[config.mk]
export PLATFORM = sky130hd
export DESIGN_NAME = radix_token_xor_decoder_flat
export DESIGN_NICKNAME = d
export VERILOG_FILES = /design/src/rtl/rtxd_pkg.sv /design/src/rtl/rtxd_if.sv /design/src/rtl/radix_token_xor_decoder.sv /design/src/flat_wrapper.sv
export SDC_FILE = /design/constraint.sdc
export NUM_CORES = 1
export LEC_CHECK = 0
export BUFFER_PORTS_ARGS = -buffer_cell sky130_fd_sc_hd__buf_2
export CAP_MARGIN = 20
export CORE_UTILIZATION = 62
export DETAILED_ROUTE_END_ITERATION = 16
export GPL_TIMING_DRIVEN = 0
export PLACE_DENSITY = 0.81
export SLEW_MARGIN = 20
export SYNTH_ARGS = -nofsm -noshare
export SYNTH_HDL_FRONTEND = slang
export SYNTH_SLANG_ARGS = --single-unit
[constraint.sdc]
create_clock -name clk_i -period 6.4 [get_ports clk_i]
set_input_delay 0.32 -clock clk_i [delete_from_list [all_inputs] [get_ports clk_i]]
set_output_delay 0.32 -clock clk_i [all_outputs]
set_load 0.05 [all_outputs]
[src/rtl/rtxd_pkg.sv]
// Package for the radix token XOR decoder: field widths, register indexes,
// the result record and the character-to-digit function.
// No dependencies; every other file of the block imports it.
package rtxd_pkg;

  localparam int unsigned CharW   = 8;
  localparam int unsigned RadixW  = 6;
  localparam int unsigned CountW  = 7;
  localparam int unsigned CfgIdxW = 2;
  localparam int unsigned CfgW    = 8;

  // Configuration register indexes.
  typedef enum logic [CfgIdxW-1:0] {
    REG_RADIX        = 2'd0,
    REG_XOR_KEY      = 2'd1,
    REG_SEPARATOR    = 2'd2,
    REG_TOKEN_DIGITS = 2'd3
  } rtxd_reg_e;

  // Register reset values.
  localparam logic [RadixW-1:0] RadixRst     = 6'd10;
  localparam logic [CharW-1:0]  XorKeyRst    = 8'd0;
  localparam logic [CharW-1:0]  SeparatorRst = 8'd32;
  localparam logic [CountW-1:0] TokDigitsRst = 7'd1;

  localparam logic [CountW-1:0] CountMax = 7'd127;

  // Digit code for a character that is not alphanumeric.
  localparam logic [RadixW-1:0] NotDigit = 6'd36;

  typedef struct packed {
    logic [CharW-1:0] out_byte;
    logic             bad_digit;
    logic             final_res;
  } rtxd_res_t;

  // Maps '0'-'9', 'a'-'z', 'A'-'Z' to 0-35 and anything else to 36.
  function automatic logic [RadixW-1:0] char_digit(input logic [CharW-1:0] c);
    logic [CharW-1:0] off;
    off = '0;
    if (c >= 8'h30 && c <= 8'h39) begin
      off = c - 8'h30;
    end else if (c >= 8'h61 && c <= 8'h7a) begin
      off = c - 8'h61 + 8'd10;
    end else if (c >= 8'h41 && c <= 8'h5a) begin
      off = c - 8'h41 + 8'd10;
    end else begin
      off = {2'b00, NotDigit};
    end
    return off[RadixW-1:0];
  endfunction

endpackage

[src/rtl/rtxd_if.sv]
// Channel interfaces of the radix token XOR decoder: one for input
// characters, one for decoded results. Depends on rtxd_pkg.

interface rtxd_in_if;
  import rtxd_pkg::*;
  logic             valid;
  logic             ready;
  logic [CharW-1:0] in_char;
  logic             end_of_text;

  modport source (output valid, in_char, end_of_text, input ready);
  modport sink   (input valid, in_char, end_of_text, output ready);
endinterface

interface rtxd_out_if;
  import rtxd_pkg::*;
  logic             valid;
  logic             ready;
  logic [CharW-1:0] out_byte;
  logic             bad_digit;
  logic             final_res;

  modport source (output valid, out_byte, bad_digit, final_res, input ready);
  modport sink   (input valid, out_byte, bad_digit, final_res, output ready);
endinterface

[src/rtl/radix_token_xor_decoder.sv]
// Top level of the radix token XOR decoder: token accumulation, close
// logic and a four-entry result queue. Depends on rtxd_pkg and rtxd_if.
//
//   Channel    Dir  Beat payload                          Handshake
//   item_i     in   in_char, end_of_text                  valid/ready
//   result_o   out  out_byte, bad_digit, final_res        valid/ready
//   cfg        in   cfg_idx_i, cfg_data_i                 cfg_we_i, no wait
//
// Each character is decoded in the cycle it is accepted, so one input beat can be
// taken every clock while the input is ready; its zero, one or two results land in
// the result queue at that same edge and appear on result_o from the next cycle on.
// The result queue drains one beat per cycle while result_o is ready, which sets
// the rate when items keep yielding two results. The input is ready while the queue
// has room for two results, so a stalled result side holds the input once three or
// more results wait; beats that close no token add nothing to the queue.
// Reset clears the token, the queue and loads the registers' default values.
module radix_token_xor_decoder (
  input  logic                         clk_i,
  input  logic                         rst_ni,
  rtxd_in_if.sink                      item_i,
  rtxd_out_if.source                   result_o,
  input  logic                         cfg_we_i,
  input  logic [rtxd_pkg::CfgIdxW-1:0] cfg_idx_i,
  input  logic [rtxd_pkg::CfgW-1:0]    cfg_data_i
);
  import rtxd_pkg::*;

  localparam int unsigned QDepth = 4;
  localparam int unsigned PtrW   = $clog2(QDepth);
  localparam int unsigned CntW   = $clog2(QDepth + 1);

  // Configuration registers.
  logic [RadixW-1:0] radix_q;
  logic [CharW-1:0]  xor_key_q;
  logic [CharW-1:0]  separator_q;
  logic [CountW-1:0] token_digits_q;

  // Token state.
  logic [CharW-1:0]  token_q, token_d;
  logic [CountW-1:0] count_q, count_d;

  // Result queue.
  rtxd_res_t       queue_q [QDepth];
  logic [PtrW-1:0] wr_ptr_q, rd_ptr_q;
  logic [CntW-1:0] fill_q, fill_d;

  logic        accept, pop;
  logic [1:0]  n_res;
  rtxd_res_t   res0, res1;

  logic              is_sep;
  logic [RadixW-1:0] digit;
  logic              bad;
  logic [13:0]       prod;
  logic [CharW-1:0]  acc;
  logic [CountW-1:0] count_inc;
  logic [CountW-1:0] tok_len;
  logic              full_tok;

  // The input waits only while the queue cannot take two more results.
  assign item_i.ready = (fill_q <= CntW'(QDepth - 2));
  assign accept       = item_i.valid && item_i.ready;

  assign result_o.valid     = (fill_q != '0);
  assign result_o.out_byte  = queue_q[rd_ptr_q].out_byte;
  assign result_o.bad_digit = queue_q[rd_ptr_q].bad_digit;
  assign result_o.final_res = queue_q[rd_ptr_q].final_res;
  assign pop = result_o.valid && result_o.ready;

  // Decode of the character at the input: the multiply is 6 by 8 bits and only
  // the low byte of the accumulated value is ever kept.
  always_comb begin
    is_sep    = (separator_q != '0) && (item_i.in_char == separator_q);
    digit     = char_digit(item_i.in_char);
    bad       = (digit >= radix_q);
    prod      = {8'b0, radix_q} * {6'b0, token_q};
    acc       = prod[CharW-1:0] + {2'b00, digit};
    count_inc = (count_q == CountMax) ? CountMax : count_q + 7'd1;
    tok_len   = (token_digits_q == '0) ? 7'd1 : token_digits_q;
    full_tok  = (separator_q == '0) && (count_inc >= tok_len);

    token_d = token_q;
    count_d = count_q;
    n_res   = 2'd0;
    res0    = '{out_byte: acc ^ xor_key_q, bad_digit: 1'b0,
                final_res: item_i.end_of_text};
    res1    = '{out_byte: xor_key_q, bad_digit: 1'b0, final_res: 1'b1};

    if (accept) begin
      priority if (is_sep) begin
        // A separator closes the pending token; at end of text an empty
        // token follows it.
        res0.out_byte  = token_q ^ xor_key_q;
        res0.final_res = 1'b0;
        n_res   = item_i.end_of_text ? 2'd2 : 2'd1;
        token_d = '0;
        count_d = '0;
      end else if (bad) begin
        res0    = '{out_byte: '0, bad_digit: 1'b1, final_res: item_i.end_of_text};
        n_res   = 2'd1;
        token_d = '0;
        count_d = '0;
      end else if (full_tok || item_i.end_of_text) begin
        n_res   = 2'd1;
        token_d = '0;
        count_d = '0;
      end else begin
        token_d = acc;
        count_d = count_inc;
      end
    end
  end

  always_comb begin
    fill_d = fill_q + {1'b0, n_res} - {2'b00, pop};
  end

  always_ff @(posedge clk_i or negedge rst_ni) begin
    if (!rst_ni) begin
      radix_q        <= RadixRst;
      xor_key_q      <= XorKeyRst;
      separator_q    <= SeparatorRst;
      token_digits_q <= TokDigitsRst;
    end else if (cfg_we_i) begin
      unique case (rtxd_reg_e'(cfg_idx_i))
        REG_RADIX:        radix_q        <= cfg_data_i[RadixW-1:0];
        REG_XOR_KEY:      xor_key_q      <= cfg_data_i;
        REG_SEPARATOR:    separator_q    <= cfg_data_i;
        REG_TOKEN_DIGITS: token_digits_q <= cfg_data_i[CountW-1:0];
        default:          ;
      endcase
    end
  end

  always_ff @(posedge clk_i or negedge rst_ni) begin
    if (!rst_ni) begin
      token_q  <= '0;
      count_q  <= '0;
      wr_ptr_q <= '0;
      rd_ptr_q <= '0;
      fill_q   <= '0;
    end else begin
      token_q  <= token_d;
      count_q  <= count_d;
      fill_q   <= fill_d;
      wr_ptr_q <= wr_ptr_q + PtrW'(n_res);
      if (pop) begin
        rd_ptr_q <= rd_ptr_q + PtrW'(1);
      end
    end
  end

  // Queue payload carries no reset; entries are only read once written.
  always_ff @(posedge clk_i) begin
    if (n_res != 2'd0) begin
      queue_q[wr_ptr_q] <= res0;
    end
    if (n_res == 2'd2) begin
      queue_q[wr_ptr_q + PtrW'(1)] <= res1;
    end
  end

endmodule
[src/flat_wrapper.sv]
// flat-port wrapper written by rule: the top's interface ports become plain ports
module radix_token_xor_decoder_flat import rtxd_pkg::*;
  (clk_i, rst_ni, cfg_we_i, cfg_idx_i, cfg_data_i, item_i_valid, item_i_in_char, item_i_end_of_text, item_i_ready, result_o_valid, result_o_out_byte, result_o_bad_digit, result_o_final_res, result_o_ready);
  rtxd_in_if item_i_i ();
  rtxd_out_if result_o_i ();
  input  logic clk_i;
  input  logic rst_ni;
  input  logic cfg_we_i;
  input  logic [rtxd_pkg::CfgIdxW-1:0] cfg_idx_i;
  input  logic [rtxd_pkg::CfgW-1:0] cfg_data_i;
  input wire logic [$bits(item_i_i.valid)-1:0] item_i_valid;
  input wire logic [$bits(item_i_i.in_char)-1:0] item_i_in_char;
  input wire logic [$bits(item_i_i.end_of_text)-1:0] item_i_end_of_text;
  output wire logic [$bits(item_i_i.ready)-1:0] item_i_ready;
  output wire logic [$bits(result_o_i.valid)-1:0] result_o_valid;
  output wire logic [$bits(result_o_i.out_byte)-1:0] result_o_out_byte;
  output wire logic [$bits(result_o_i.bad_digit)-1:0] result_o_bad_digit;
  output wire logic [$bits(result_o_i.final_res)-1:0] result_o_final_res;
  input wire logic [$bits(result_o_i.ready)-1:0] result_o_ready;
  assign item_i_i.valid = item_i_valid;
  assign item_i_i.in_char = item_i_in_char;
  assign item_i_i.end_of_text = item_i_end_of_text;
  assign item_i_ready = item_i_i.ready;
  assign result_o_valid = result_o_i.valid;
  assign result_o_out_byte = result_o_i.out_byte;
  assign result_o_bad_digit = result_o_i.bad_digit;
  assign result_o_final_res = result_o_i.final_res;
  assign result_o_i.ready = result_o_ready;
  radix_token_xor_decoder u_core (.clk_i(clk_i), .rst_ni(rst_ni), .item_i(item_i_i), .result_o(result_o_i), .cfg_we_i(cfg_we_i), .cfg_idx_i(cfg_idx_i), .cfg_data_i(cfg_data_i));
endmodule
---- Yosys cells after proc, flatten, opt, wreduce, memory -nomap -nowiden ----
Memories as Yosys holds them, arrays and structs flattened.
Cells that the tools add are included.
word-level totals
  bits in writable memories ............... 40
  word-level logic and storage cells ...... 83
  bits in registers ....................... 51
  memories kept ........................... 1
  bits of input ports ..................... 24
memories
  memory          words  width  rd ports  clocked after Yosys merged registers in  wr ports  line                           RTL
  u_core.queue_q  4      10     1         0                                        2         radix_token_xor_decoder.sv:43  rtxd_res_t queue_q [QDepth];
cells by class
  equal/unequal tests ..................... 6
  $mul .................................... 1
  add/subtract/negate cells ............... 12
  magnitude comparators ................... 9
  bitwise logic cells ..................... 2
  reductions and logical operators ........ 18
  multiplexer cells ....................... 25
operator list
  cell                 number
  $mux 7               5
  $mux 8               4
  $mux 10              2
  $mux 6               3
  $ge 8x7->1 const B   2
  $le 8x7->1 const B   2
  $xor 8x8->8          2
  $add 6x4->6 const B  2
  $sub 6x6->6 const B  2
  $add 8x6->8          1
  $eq 8x8->1           1
  $ge 8x6->1 const B   1
  $le 8x6->1 const B   1
  $logic_not 8->1      1
  $mul 6x8->8          1
  $mux 2               4
  $reduce_and 2->1     4
  $reduce_bool 8->1    1
  $add 7x1->7 const B  1
  $eq 7x7->1 const B   1
  $ge 7x7->1           1
  $logic_and 1x1->1    7
  $logic_not 7->1      1
  $mux 1               7
  other kinds (13)     16

---- Longest topological paths before layout ----
  depth after elaboration ................. 12
  mapped depth ............................ 20
  mapped depth without buffers ............ 19

---- Worst setup path after synthesis ----
No wires, ideal clock.
  path kind ............................... flip-flop to flip-flop
  from .................................... reg u_core.token_q[1]
  to ...................................... mem u_core.queue_q[0][9] (netlist name), data pin
  cell stages (with the launch flop) ...... 15
  arrival time ............................ 4.295 ns
  setup time .............................. 0.261 ns
  path slack .............................. 1.844 ns
  data required time ...................... 6.139 ns
  path through ............................ dfrtp_1 -> clkbuf_1 -> nand2_1 -> fa_1 -> fa_1 -> inv_1 -> fa_1 -> fa_1 -> ha_1 -> o21ai_0 -> o21bai_1 -> a21oi_1 -> xnor3_1 -> and4_4 -> a221o_1
RTL lines
  what                      line                            RTL
  start: declaration        radix_token_xor_decoder.sv:39   logic [CharW-1:0] token_q, token_d;
  start signal: assignment  radix_token_xor_decoder.sv:143  token_q <= token_d;
  end: declaration          radix_token_xor_decoder.sv:43

==> impl_metrics.yaml <==
status:
  status: "finished with violations"
  violations: "negative hold slack"
sta:
  setup-violations-final: 0
  grt_setup_unrepaired: "false"
  slew_headroom: 0.3863
  period_share: 0.8015
  worstMarginPinSlew_ps: 918.2
  fmax_ghz: 0.1949
  final.setup.tns_ps: 0
  drv_slew: 0
  whs_ps: -34.76
  hold_viol_final: 47
  period_needed_ps: 5130
  skew_ps: 18.13
floorplan:
  rows: 36
  start_util: 0.6479
  die_w_microns: 103.8
  die_height_microns: 103.8
  coreArea_sq_um: 9910
  io-pin-count: 36
  die_area_sq_um: 10770
cells_and_area:
  drive_gt1_frac: 0.1911
  n_fill_cell: 743
  antenna_cells: 0
  finalNonFillerCells: 787
  nets: 733
  area_growth_pct: 8.224
place:
  dpl.hpwl_microns: 11390
  place_inst: 771
  routabilityCongestion: 0.9333
  port_buffers: 33
synthesis:
  synth.distinct_cells: 73
  synth_nets: 689
  synth-seq-cells: 91
  avgSynthCellArea_sq_um: 10.61
  yosysWarnings: 0
  ys_async_sr_fraction: 0.5604
  synth_edf_count: 32
  ys_seq_area_frac: 0.3742
  ys.flop_type: "dfrtp_1"
  postSynthCellCount: 605
  syn_area_sq_um: 6420
clocking:
  cts_setup_buffers: 0
  clock_path_buffers: 2
  cts_inserted_buffers: 9
  cts-root-buf: "clkbuf_8"
  clk_pin_slew_ps: 80
  clock-sinks: 91
  ctsHoldBuffers: 0
  cts_tree: "yes"
  cts_resized: 0
  clk_latency_ps: 380
  htree_levels: 3
routing:
  vias: 4885
  drt_iter0_drc: 444
  drcViolationCount: 0
  vias_per_cell: 6.207
  ant_nets: 0
  routed_wl_microns: 14610
  drt-wirelength-per-cell_microns: 18.57
  drt_pass1_iterations: 5
grt:
  antenna_found_initial: 0
  grt_overflow: 0
  grt_max_degree: 52
  grt_pass1_vias: 4953
  track_usage: 0.2871
  grt_pass1_wl_microns: 24300
pwr:
  p_switching_w: 0.001187
  power_frac_clock: 0.147
  powerDensity_nw_per_um2: 380.0
  p_int_w: 0.001453
  worst_ir_drop_vdd_v: 0.0002347
  combPwrFrac: 0.529
  sw_frac_of_total: 0.4496
  sequentialPowerShare: 0.324
  leakage_nw: 3.019
worst_setup_path:
  crit_chain: "clkbuf_1 -> nand2_1 -> fa_1 -> fa_1 -> inv_1 -> fa_1 -> fa_1 -> ha_1 -> o21ai_0 -> o21bai_1 -> a21oi_1 -> xnor3_1 -> and4_4 -> a221o_1"
  path_common_cell: "fa_1"
  slowest_delay_ps: 570
  end_kind: "flop"
  crit_path_start_kind: "flop"
  cp.depth: 14
  cp_num_buf_inv: 2
  worst-setup-path-type: "reg -> reg"
  worstPathArrival_ps: 5240
  required_ps: 6510
  reg2regPathDepth: 14
  crit_family: "adder cells"
  crit_fanout: 9
  slowest_stage: "fa_1"
flow_run:
  maxCapViolations: 0
hold_path:
  worstHoldPathType: "in -> async"
[per-layer routing]
metal / vias up / global-route usage / share of wire
li1: 2258 / - / -
met1: 2408 / 0.3714 / 0.41
met2: 191 / 0.4923 / 0.51
met3: 28 / 0.04972 / 0.061
met4: 0 / 0.09184 / 0.018
met5: - / 0 / 0
[cell type report]
class | count | area (sq um) | share of cell area
Tap cell | 133 | 166.4 | 0.02395
Multi-Input combinational cell | 441 | 3712 | 0.5343
Clock buffer | 10 | 137.6 | 0.01981
Sequential cell | 91 | 2402 | 0.3458
Inverter | 51 | 191.4 | 0.02755
Clock inverter | 6 | 55.05 | 0.007924
Buffer | 22 | 115.1 | 0.01657
Timing Repair Buffer | 33 | 167.7 | 0.02413
[cells in the final DEF, fill, tap and decap left out, drive strengths merged, types with 23 or more instances in the layout]
| cell type | Yosys | layout |
|---|---|---|
| a21oi | 25 | 25 |
| a22o | 27 | 27 |
| buf | 11 | 44 |
| dfrtp | 47 | 47 |
| edfxtp | 32 | 32 |
| ha | 43 | 43 |
| inv | 51 | 51 |
| mux2 | 25 | 25 |
| nand2 | 69 | 69 |
| nor2 | 24 | 24 |
| o21ai | 23 | 23 |
| xnor2 | 27 | 27 |
[synthesized netlist by cell type (13+ instances only)]
library cell	number	area [sq um]
a21oi_1	20	100.1
a22o_1	27	236.5
and2_1	21	131.4
dfrtp_1	47	1176
edfxtp_1	32	960.9
fa_1	17	340.3
ha_1	43	538.0
inv_1	51	191.4
mux2_2	25	281.5
nand2_1	66	247.7
nand3_1	14	70.07
nor2_1	19	71.32
o21ai_0	23	115.1
o31ai_1	13	97.59
xnor2_1	25	219.0
[metrics by stage]
| stage | utilization | worst slack [ps] | cell area, sq um | power [W] |
|---|---|---|---|---|
| after global placement | 0.6813 | 1300 | 6751 | 0.002166 |
| after CTS | 0.7008 | 1083 | 6944 | 0.002629 |
| after global routing | 0.7011 | 985.8 | 6948 | 0.002806 |
| final | 0.7011 | 1270 | 6948 | 0.002640 |
| after detailed placement | 0.6813 | 1098 | 6751 | 0.002239 |
| after floorplan | - | 1844 | 6420 | 0.001903 |
[power groups by stage]
stage,clock [W],combinational (W),sequential [W]
after floorplan,0,0.00109,0.000818
after global placement,0,0.00131,0.000852
after detailed placement,0,0.00138,0.000863
after CTS,0.000393,0.00138,0.000851
after global routing,0.000415,0.00152,0.000870
final,0.000388,0.00140,0.000854
[cells by family after synthesis]
family,count (synthesis),share of synthesized area
buf+inv,73,0.04775
simple gates,182,0.1567
compound gates,125,0.1454
mux,37,0.08205
xor+xnor,37,0.05710
flops,91,0.3742
fa+ha+maj,60,0.1368
[flip-flops by register name (all words and copies together) (netlist names)]
signal and cells:
u_core.count_q 7, u_core.fill_q 3, u_core.queue_q 40, u_core.radix_q 6
u_core.rd_ptr_q 2, u_core.separator_q 8, u_core.token_digits_q 7, u_core.token_q 8
u_core.wr_ptr_q 2, u_core.xor_key_q 8
[path summary, 6_finish.rpt]
check,slack (ps),endpoint,from
setup / recovery,1270,u_core.queue_q[2][9],u_core.token_q[1]
setup reg to reg,1270,u_core.queue_q[2][9],u_core.token_q[1]
hold reg to reg,480,u_core.queue_q[0][1],u_core.queue_q[0][1]
min in group clk_i,220,u_core.xor_key_q[7],cfg_data_i[7]
max in group asynchronous,6000,u_core.xor_key_q[1],rst_ni
hold / removal,-30,u_core.count_q[4],rst_ni
Power figures use the tool's default switching activity.
